[src/sv/wpm_pkg.sv]
// ----------------------------------------------------------------------------
// wpm_pkg: shared types and constants for the wildcard pattern matcher
// Character codes, function and verdict codes, the broadcast bundle sent
// to every matcher cell, and the letter case folding helper.
// ----------------------------------------------------------------------------
package wpm_pkg;

    // pattern metacharacters
    localparam logic [7:0] CH_STAR  = 8'h2A;
    localparam logic [7:0] CH_QUEST = 8'h3F;
    localparam logic [7:0] CH_BANG  = 8'h21;

    // letter range for case folding
    localparam logic [7:0] CH_UPPER_A  = 8'h41;
    localparam logic [7:0] CH_UPPER_Z  = 8'h5A;
    localparam logic [7:0] CASE_OFFSET = 8'h20;

    // function codes of an input transaction
    localparam logic [1:0] FUNC_LOAD = 2'd0;
    localparam logic [1:0] FUNC_NAME = 2'd1;
    localparam logic [1:0] FUNC_END  = 2'd2;

    // verdict codes of a result transaction
    localparam logic [1:0] VERDICT_MATCH    = 2'd0;
    localparam logic [1:0] VERDICT_EXCLUDED = 2'd1;
    localparam logic [1:0] VERDICT_NO_MATCH = 2'd2;

    // control broadcast to every cell of the chain
    typedef struct packed {
        logic       restart;    // use the start set instead of the stored bit
        logic       advance;    // a name character steps the chain
        logic       case_fold;  // compare letters ignoring case
        logic [7:0] name_char;  // folded name character
    } cell_bcast_t;

    // fold an upper case letter to lower case when folding is on
    function automatic logic [7:0] fold_char(input logic [7:0] c, input logic cf);
        logic [7:0] r;
        r = c;
        if (cf && (c >= CH_UPPER_A) && (c <= CH_UPPER_Z))
        begin
            r = c + CASE_OFFSET;
        end
        return r;
    endfunction

endpackage

[src/sv/wpm_cell.sv]
// ----------------------------------------------------------------------------
// wpm_cell: one pattern position of the matcher chain
// Holds one pattern character and the active bit of its position. On each
// name character it hands an advance or a star skip to its right neighbor.
// ----------------------------------------------------------------------------
module wpm_cell #(
    parameter int IDX   = 0,
    parameter int LEN_W = 7
) (
    input  logic                clk,
    input  logic                rst_n,
    input  wpm_pkg::cell_bcast_t bc,
    input  logic [LEN_W-1:0]    len,
    input  logic                wr_en,
    input  logic [7:0]          wr_char,
    input  logic                init_bit,
    input  logic                adv_in,
    input  logic                skip_in,
    output logic                adv_out,
    output logic                skip_out,
    output logic                star_used,
    output logic                end_hit
);

    logic [7:0] char_reg;
    logic       act_reg;
    logic       used;
    logic       star;
    logic       act_eff;
    logic       match;
    logic       pre;
    logic       act_next;

    // classify the stored character
    assign used      = LEN_W'(IDX) < len;
    assign star      = used && (char_reg == wpm_pkg::CH_STAR);
    assign star_used = star;
    assign act_eff   = bc.restart ? init_bit : act_reg;
    assign match     = (char_reg == wpm_pkg::CH_QUEST) ||
                       (wpm_pkg::fold_char(char_reg, bc.case_fold) == bc.name_char);

    // step: a star stays, a literal or '?' advances, a star behind us is skipped
    assign pre      = (act_eff && star) || adv_in;
    assign act_next = pre || skip_in;
    assign adv_out  = act_eff && used && !star && match;
    assign skip_out = pre && star;

    // report the end position
    assign end_hit = act_eff && (LEN_W'(IDX) == len);

    // store the pattern character
    always_ff @(posedge clk)
    begin
        if (wr_en)
        begin
            char_reg <= wr_char;
        end
    end

    // advance the active bit
    always_ff @(posedge clk or negedge rst_n)
    begin
        if (!rst_n)
        begin
            act_reg <= 1'b0;
        end
        else if (bc.advance)
        begin
            act_reg <= act_next;
        end
    end

endmodule

[src/sv/wildcard_pattern_match.sv]
// ----------------------------------------------------------------------------
// wildcard_pattern_match: glob filter matcher over a chain of position cells
// Loads a pattern one character at a time and matches streamed file names
// against it with '*' and '?' wildcards and an optional inverse mark.
// ----------------------------------------------------------------------------
//  channel | handshake            | payload
//  --------+----------------------+----------------------------------------
//  input   | in_valid / in_stall  | func, data_char, begin_req
//  result  | out_valid / out_stall| verdict, pattern_overflow
//  config  | cfg_valid / cfg_ready| cfg_data (case_fold)
//
//  One input transaction per cycle while in_stall is low; a name character
//  updates every cell of the chain in that cycle, and an end of name puts its
//  result in the output register or the skid entry. A two-entry output buffer
//  keeps input flowing while the result side stalls; in_stall rises only when
//  both entries are full. Runs of '*' are stored as one, so the closure is one
//  neighbor hop. Reset clears the pattern length and start set at once.
// ----------------------------------------------------------------------------
module wildcard_pattern_match #(
    parameter int PATTERN_CAP = 64
) (
    input  logic       clk,
    input  logic       rst_n,
    input  logic       in_valid,
    output logic       in_stall,
    input  logic [1:0] func,
    input  logic [7:0] data_char,
    input  logic       begin_req,
    output logic       out_valid,
    input  logic       out_stall,
    output logic [1:0] verdict,
    output logic       pattern_overflow,
    input  logic       cfg_valid,
    output logic       cfg_ready,
    input  logic       cfg_data
);

    localparam int LEN_W = $clog2(PATTERN_CAP + 1);

    logic [LEN_W-1:0] raw_len_reg, raw_len_next;
    logic [LEN_W-1:0] len_reg, len_next;
    logic             inv_reg, inv_next;
    logic             ovf_reg, ovf_next;
    logic             last_star_reg, last_star_next;
    logic             fresh_reg, fresh_next;
    logic             act_last_reg;
    logic             case_fold_reg;

    logic             in_acc;
    logic             is_load;
    logic             is_name;
    logic             is_end;
    logic             store_en;
    logic             act_last_next;
    logic             hit;
    logic [1:0]       new_verdict;

    wpm_pkg::cell_bcast_t bc;

    logic [PATTERN_CAP-1:0] adv;
    logic [PATTERN_CAP-1:0] skip;
    logic [PATTERN_CAP-1:0] star_used;
    logic [PATTERN_CAP-1:0] end_hit;

    // output buffer: main register and skid entry
    logic       main_valid_reg, main_valid_next;
    logic [1:0] main_verdict_reg, main_verdict_next;
    logic       main_ovf_reg, main_ovf_next;
    logic       skid_valid_reg, skid_valid_next;
    logic [1:0] skid_verdict_reg, skid_verdict_next;
    logic       skid_ovf_reg, skid_ovf_next;
    logic       push;
    logic       pop;

    // decode the input transaction
    assign in_acc  = in_valid && !in_stall;
    assign is_load = in_acc && (func == wpm_pkg::FUNC_LOAD);
    assign is_name = in_acc && (func == wpm_pkg::FUNC_NAME);
    assign is_end  = in_acc && (func == wpm_pkg::FUNC_END);

    // broadcast to the cells
    assign bc.restart   = fresh_reg || ((is_name || is_end) && begin_req);
    assign bc.advance   = is_name;
    assign bc.case_fold = case_fold_reg;
    assign bc.name_char = wpm_pkg::fold_char(data_char, case_fold_reg);

    // build the chain
    for (genvar i = 0; i < PATTERN_CAP; i++)
    begin : g_cell
        logic init_bit;
        logic adv_in;
        logic skip_in;

        if (i == 0)
        begin : g_first
            assign init_bit = 1'b1;
            assign adv_in   = 1'b0;
            assign skip_in  = 1'b0;
        end
        else
        begin : g_rest
            if (i == 1)
            begin : g_second
                assign init_bit = star_used[0];
            end
            else
            begin : g_other
                assign init_bit = 1'b0;
            end
            assign adv_in  = adv[i-1];
            assign skip_in = skip[i-1];
        end

        wpm_cell #(
            .IDX   (i),
            .LEN_W (LEN_W)
        ) u_cell (
            .clk       (clk),
            .rst_n     (rst_n),
            .bc        (bc),
            .len       (len_reg),
            .wr_en     (store_en && (len_next == LEN_W'(i + 1))),
            .wr_char   (data_char),
            .init_bit  (init_bit),
            .adv_in    (adv_in),
            .skip_in   (skip_in),
            .adv_out   (adv[i]),
            .skip_out  (skip[i]),
            .star_used (star_used[i]),
            .end_hit   (end_hit[i])
        );
    end

    // final position past the last cell
    assign act_last_next = adv[PATTERN_CAP-1] || skip[PATTERN_CAP-1];

    // evaluate the end of name
    assign hit = (|end_hit) ||
                 (!bc.restart && act_last_reg && (len_reg == LEN_W'(PATTERN_CAP)));
    assign new_verdict = hit ? (inv_reg ? wpm_pkg::VERDICT_EXCLUDED : wpm_pkg::VERDICT_MATCH)
                             : wpm_pkg::VERDICT_NO_MATCH;

    // load a pattern character
    always_comb
    begin
        logic [LEN_W-1:0] raw_e;
        logic [LEN_W-1:0] len_e;
        logic             inv_e;
        logic             ovf_e;
        logic             ls_e;

        raw_e = begin_req ? '0 : raw_len_reg;
        len_e = begin_req ? '0 : len_reg;
        inv_e = begin_req ? 1'b0 : inv_reg;
        ovf_e = begin_req ? 1'b0 : ovf_reg;
        ls_e  = begin_req ? 1'b0 : last_star_reg;

        raw_len_next   = raw_len_reg;
        len_next       = len_reg;
        inv_next       = inv_reg;
        ovf_next       = ovf_reg;
        last_star_next = last_star_reg;
        store_en       = 1'b0;
        fresh_next     = fresh_reg;

        if (is_load)
        begin
            raw_len_next   = raw_e;
            len_next       = len_e;
            inv_next       = inv_e;
            ovf_next       = ovf_e;
            last_star_next = ls_e;
            fresh_next     = 1'b1;
            if ((raw_e == '0) && !inv_e && !ovf_e && (data_char == wpm_pkg::CH_BANG))
            begin
                inv_next = 1'b1;
            end
            else if (raw_e < LEN_W'(PATTERN_CAP))
            begin
                raw_len_next = raw_e + 1'b1;
                // drop a star that follows a stored star
                if (!(ls_e && (data_char == wpm_pkg::CH_STAR)))
                begin
                    len_next       = len_e + 1'b1;
                    last_star_next = (data_char == wpm_pkg::CH_STAR);
                    store_en       = 1'b1;
                end
            end
            else
            begin
                ovf_next = 1'b1;
            end
        end
        else if (is_name)
        begin
            fresh_next = 1'b0;
        end
        else if (is_end)
        begin
            fresh_next = 1'b1;
        end
    end

    // hold pattern and match state
    always_ff @(posedge clk or negedge rst_n)
    begin
        if (!rst_n)
        begin
            raw_len_reg   <= '0;
            len_reg       <= '0;
            inv_reg       <= 1'b0;
            ovf_reg       <= 1'b0;
            last_star_reg <= 1'b0;
            fresh_reg     <= 1'b1;
            act_last_reg  <= 1'b0;
            case_fold_reg <= 1'b0;
        end
        else
        begin
            raw_len_reg   <= raw_len_next;
            len_reg       <= len_next;
            inv_reg       <= inv_next;
            ovf_reg       <= ovf_next;
            last_star_reg <= last_star_next;
            fresh_reg     <= fresh_next;
            if (is_name)
            begin
                act_last_reg <= act_last_next;
            end
            if (cfg_valid && cfg_ready)
            begin
                case_fold_reg <= cfg_data;
            end
        end
    end

    // queue the result transaction
    assign push = is_end;
    assign pop  = main_valid_reg && !out_stall;

    always_comb
    begin
        main_valid_next   = main_valid_reg;
        main_verdict_next = main_verdict_reg;
        main_ovf_next     = main_ovf_reg;
        skid_valid_next   = skid_valid_reg;
        skid_verdict_next = skid_verdict_reg;
        skid_ovf_next     = skid_ovf_reg;

        if (!main_valid_reg || pop)
        begin
            if (skid_valid_reg)
            begin
                main_valid_next   = 1'b1;
                main_verdict_next = skid_verdict_reg;
                main_ovf_next     = skid_ovf_reg;
                skid_valid_next   = 1'b0;
            end
            else
            begin
                main_valid_next   = push;
                main_verdict_next = new_verdict;
                main_ovf_next     = ovf_reg;
            end
        end
        else if (push)
        begin
            skid_valid_next   = 1'b1;
            skid_verdict_next = new_verdict;
            skid_ovf_next     = ovf_reg;
        end
    end

    always_ff @(posedge clk or negedge rst_n)
    begin
        if (!rst_n)
        begin
            main_valid_reg <= 1'b0;
            skid_valid_reg <= 1'b0;
        end
        else
        begin
            main_valid_reg <= main_valid_next;
            skid_valid_reg <= skid_valid_next;
        end
    end

    always_ff @(posedge clk)
    begin
        main_verdict_reg <= main_verdict_next;
        main_ovf_reg     <= main_ovf_next;
        skid_verdict_reg <= skid_verdict_next;
        skid_ovf_reg     <= skid_ovf_next;
    end

    // drive the ports
    assign in_stall         = skid_valid_reg;
    assign out_valid        = main_valid_reg;
    assign verdict          = main_verdict_reg;
    assign pattern_overflow = main_ovf_reg;
    assign cfg_ready        = 1'b1;

endmodule

[config.mk]
export PLATFORM = sky130hd
export DESIGN_NAME = wildcard_pattern_match
export DESIGN_NICKNAME = d
export VERILOG_FILES = /design/src/sv/wpm_pkg.sv /design/src/sv/wpm_cell.sv /design/src/sv/wildcard_pattern_match.sv
export SDC_FILE = /design/constraint.sdc
export NUM_CORES = 1
export LEC_CHECK = 0
export BUFFER_PORTS_ARGS = -buffer_cell sky130_fd_sc_hd__buf_2
export CELL_PAD_IN_SITES_DETAIL_PLACEMENT = 1
export CELL_PAD_IN_SITES_GLOBAL_PLACEMENT = 1
export CORE_MARGIN = 2
export CORE_UTILIZATION = 45
export DETAILED_ROUTE_END_ITERATION = 10
export HOLD_SLACK_MARGIN = 0.15
export PLACE_DENSITY_LB_ADDON = 0.1
export SLEW_MARGIN = 15
export SYNTH_ARGS = -nofsm -noshare
export SYNTH_HDL_FRONTEND = slang
export SYNTH_SLANG_ARGS = --single-unit
[constraint.sdc]
create_clock -name clk -period 7.2 [get_ports clk]
set_clock_uncertainty 0.2 [all_clocks]
set_input_delay 0.36 -clock clk [delete_from_list [all_inputs] [get_ports clk]]
set_output_delay 0.36 -clock clk [all_outputs]
set_load 0.1 [all_outputs]
==> flow_summary_export.csv <==
group,metric,value,unit
die,design.portCount,23,
outcome,outcome,"completed",
global_routing,grt_max_degree,71,
clock_tree,worst_skew_pair.late_latency,620,ps
sta,maxClockFrequency,198,MHz
die,initial_utilization,45.4,%
logic_synthesis,avgSynthCellArea,10.5,um2
logic_synthesis,yosys.cell_types.count,93,
flow_run,max_cap_violations,0,
clock_tree,htree_num_levels,3,
sta,finalHoldWorstSlack,249,ps
place,place.gp.congestion,0.942,
detailed_routing,drt_iter0_drc,2203,
place,dp_cells,4393,
detailed_routing,route.antenna.remaining_nets,0,
detailed_routing,drt-vias-per-instance,6.42,
critical_path,worst_setup_end_kind,"flip-flop",
critical_path,crit_path_max_fanout,19,
logic_synthesis,synth_seq_cells,604,
sta,setup_viol,0,
die,core,0.0789,mm2
logic_synthesis,yosysTopAreaCell,"edfxtp_1",
critical_path,critical_path_class,"in2reg",
cells_and_area,finish.cell_count_without_fillers,4546,
pwr,static_leakage,13.0,nW
detailed_routing,post-route-drc-count,0,
place,detailedPlace.worstSlack,2170,ps
pwr,max-vdd-ir-drop,0.000196,V
detailed_routing,drt-wirelength-per-cell,27.7,um
cells_and_area,largest_register_ff_count,512,
detailed_routing,routed_wl,126,mm
critical_path,cp_data_required_time,7240,ps
min_path,class_of_the_tightest_hold_or_removal_check,"in2reg",
global_routing,vias_in_the_first_global_route,30148,
cells_and_area,layout-drive-gt1-share,7.12,%
cells_and_area,insertedDiodeCount,0,
sta,finalWorstPathRequiredPeriod,5050,ps
sta,timing_hold_violations_final,0,
die,die_area,0.0819,mm2
sta,final.setup.worst_slack,2150,ps
clock_tree,cts_root_buf,"clkbuf_16",
logic_synthesis,post_synth_inst_count,3409,
detailed_routing,drt-pass1-iter-count,5,
logic_synthesis,synthTopCellsByArea,"edfxtp_1, xnor2_1, dfrtp_1",
global_routing,globalRouteTotalUtil,30.5,%
place,port_buffers,21,
logic_synthesis,synth_ff_type,"edfxtp_1",
global_routing,grt_antenna_before_repair,4,
sta,worst-slew-pin-transition,1190,ps
sta,maxSlewHeadroom,19.2,%
critical_path,crit_path_start_kind,"input port",
logic_synthesis,postSynth.asyncResetShare,14.2,%
clock_tree,cts-buffers-inserted,72,
logic_synthesis,ys_seq_area_share,49.4,%
pwr,power_per_cell_area,218,mW/mm2
global_routing,globalRouteOverflowTotal,0,
die,chipWidth,286,um
clock_tree,cts_max_path_buffers,3,
sta,count_of_pins_over_their_slew_limit,0,
logic_synthesis,synth_edf_count,518,
detailed_routing,dr_total_vias,29197,
logic_synthesis,synth_fp_nets,3494,
sta,rsz0062_at_grt,"false",
logic_synthesis,synth_largest_type_area_fraction,43.4,%
place,place_hpwl,84.8,mm
critical_path,crit_arrival,5090,ps
die,die_height,286,um
logic_synthesis,mappedNetlistArea,0.0358,mm2
clock_tree,clock_tree_from_tritoncts,"done",
clock_tree,worst_setup_hold_path_clk_slew,60,ps
cells_and_area,area_growth,11.1,%
sta,final_cycle_utilization_of_the_critical_path,70.1,%
sta,setup-tns-final,0,ps
clock_tree,tritoncts_num_sinks,604,
die,std_cell_rows,103,
global_routing,first_pass_grt_wire_length,188,mm
cells_and_area,final_nets,3522,
logic_synthesis,ys_warns,0,
[path summary, 6_finish.rpt]
| check | endpoint | cells after the start | startpoint | slack [ps] |
|---|---|---|---|---|
| max | g_cell[54].u_cell.char_reg[4] | 12 | begin_req | 2150 |
| min | last_star_reg | 4 | data_char[5] | 250 |
| max reg2reg | g_cell[5].u_cell.char_reg[7] | 7 | len_reg[0] | 2270 |
| min reg2reg | act_last_reg | 2 | act_last_reg | 300 |
| max in group asynchronous | g_cell[27].u_cell.act_reg | 4 | rst_n | 5270 |
| min in group asynchronous | g_cell[36].u_cell.act_reg | 3 | rst_n | 470 |
[power by group]
group          internal [mW]  switching [mW]  leakage [nW]
Clock                   2.31            1.46          1.20
Combinational          0.268           0.671          6.02
Sequential              3.86           0.102          5.78
[stage by stage]
step                      util, %  power, mW  cell area (um2)
final                        50.5       8.67            39800
after floorplan                 -       4.53            35800
after detailed placement     47.1       4.94            37100
after global placement       47.1       4.92            37100
after CTS                    50.5       8.72            39800
after global routing         50.5       8.91            39800
[worst max-delay path, cell delays in order]
cell and delay [ps]:
dlygate4sd3_1 530, buf_2 340, nand2b_1 210, ha_1 180
or4bb_1 500, nor3_2 360, a211oi_4 170, o21ai_1 500
nor2_1 150, o32ai_1 610, nand2_1 520, nor2_1 640
[cells in the final DEF (no fill, tap or decap), types with 15 or more instances in the layout]
cell type,Yosys,routed
clkbuf_16,0,76
nor3_1,127,126
xnor2_1,276,276
or3_1,49,48
o41ai_1,40,40
o31ai_1,43,43
o32ai_1,15,15
nor2_1,314,313
inv_1,90,89
o21ai_0,95,95
xor2_1,239,239
a41oi_1,37,37
and3_1,15,15
clkbuf_1,60,17
ha_1,68,68
a21oi_1,124,123
nand4_1,125,125
o22ai_1,22,22
or4_1,72,72
nor4bb_1,15,15
mux2i_1,17,17
buf_4,12,54
edfxtp_1,518,518
a21o_1,42,42
dlygate4sd3_1,0,19
nand3_1,163,163
a31oi_1,63,63
nand2b_1,24,24
dfrtp_1,85,84
nor4_1,65,64
nand2_1,232,232
[cells by family (layout without fill, tap and decap cells)]
logic type / count (synthesis) / count (layout) / share of synthesized area [%]
other: 1 / 1 / 0.0105
flip-flops: 604 / 604 / 49.4
buffers and inverters: 231 / 318 / 2.77
XOR/XNOR: 515 / 515 / 12.6
AND/OR/NAND/NOR: 1311 / 1311 / 19.0
AO/OA/AOI/OAI: 647 / 647 / 12.8
adder cells (fa/ha/maj): 68 / 68 / 2.37
multiplexers: 32 / 32 / 1.04
[cell usage after synthesis, types with 14 or more instances]
library cell	count
edfxtp_1	518
nor2_1	314
xnor2_1	276
xor2_1	239
nand2_1	232
nand3_1	163
nor3_1	127
nand4_1	125
a21oi_1	124
o21ai_0	95
inv_1	90
dfrtp_1	85
or4_1	72
ha_1	68
nor4_1	65
a31oi_1	63
clkbuf_1	60
or3_1	49
buf_2	45
o31ai_1	43
a21o_1	42
o41ai_1	40
a41oi_1	37
nand2b_1	24
o22ai_1	22
buf_1	21
mux2i_1	17
and3_1	15
nor4bb_1	15
o32ai_1	15
nor2b_1	14
nor4b_1	14
[per-layer routing]
layer / track usage, % / wire (um) / vias to the layer above
met3: 4.51 / 7980 / 258
met2: 51.3 / 60400 / 979
met5: 0 / 24 / -
li1: - / - / 13045
met1: 39.7 / 52900 / 14911
met4: 11.7 / 4540 / 4
[final cells by class]
| type | count | area (um2) |
|---|---|---|
| flip-flops and latches | 604 | 17700 |
| repair buffers | 95 | 820 |
| well taps | 1050 | 1310 |
| multi-input cells | 2574 | 17200 |
| clock buffers | 95 | 1990 |
| clock inverters | 38 | 459 |
| inverters | 90 | 338 |
| fillers | 8546 | 39100 |
[repair_timing]
item / in CTS / in global routing
hold buffers: 20 / 0
endpoints found under the setup margin: 0 / 0
gates resized for setup: 0 / 0
hold endpoints to repair: 163 / 0
buffers inserted: 0 / 0
Power figures use the tool's default switching activity.
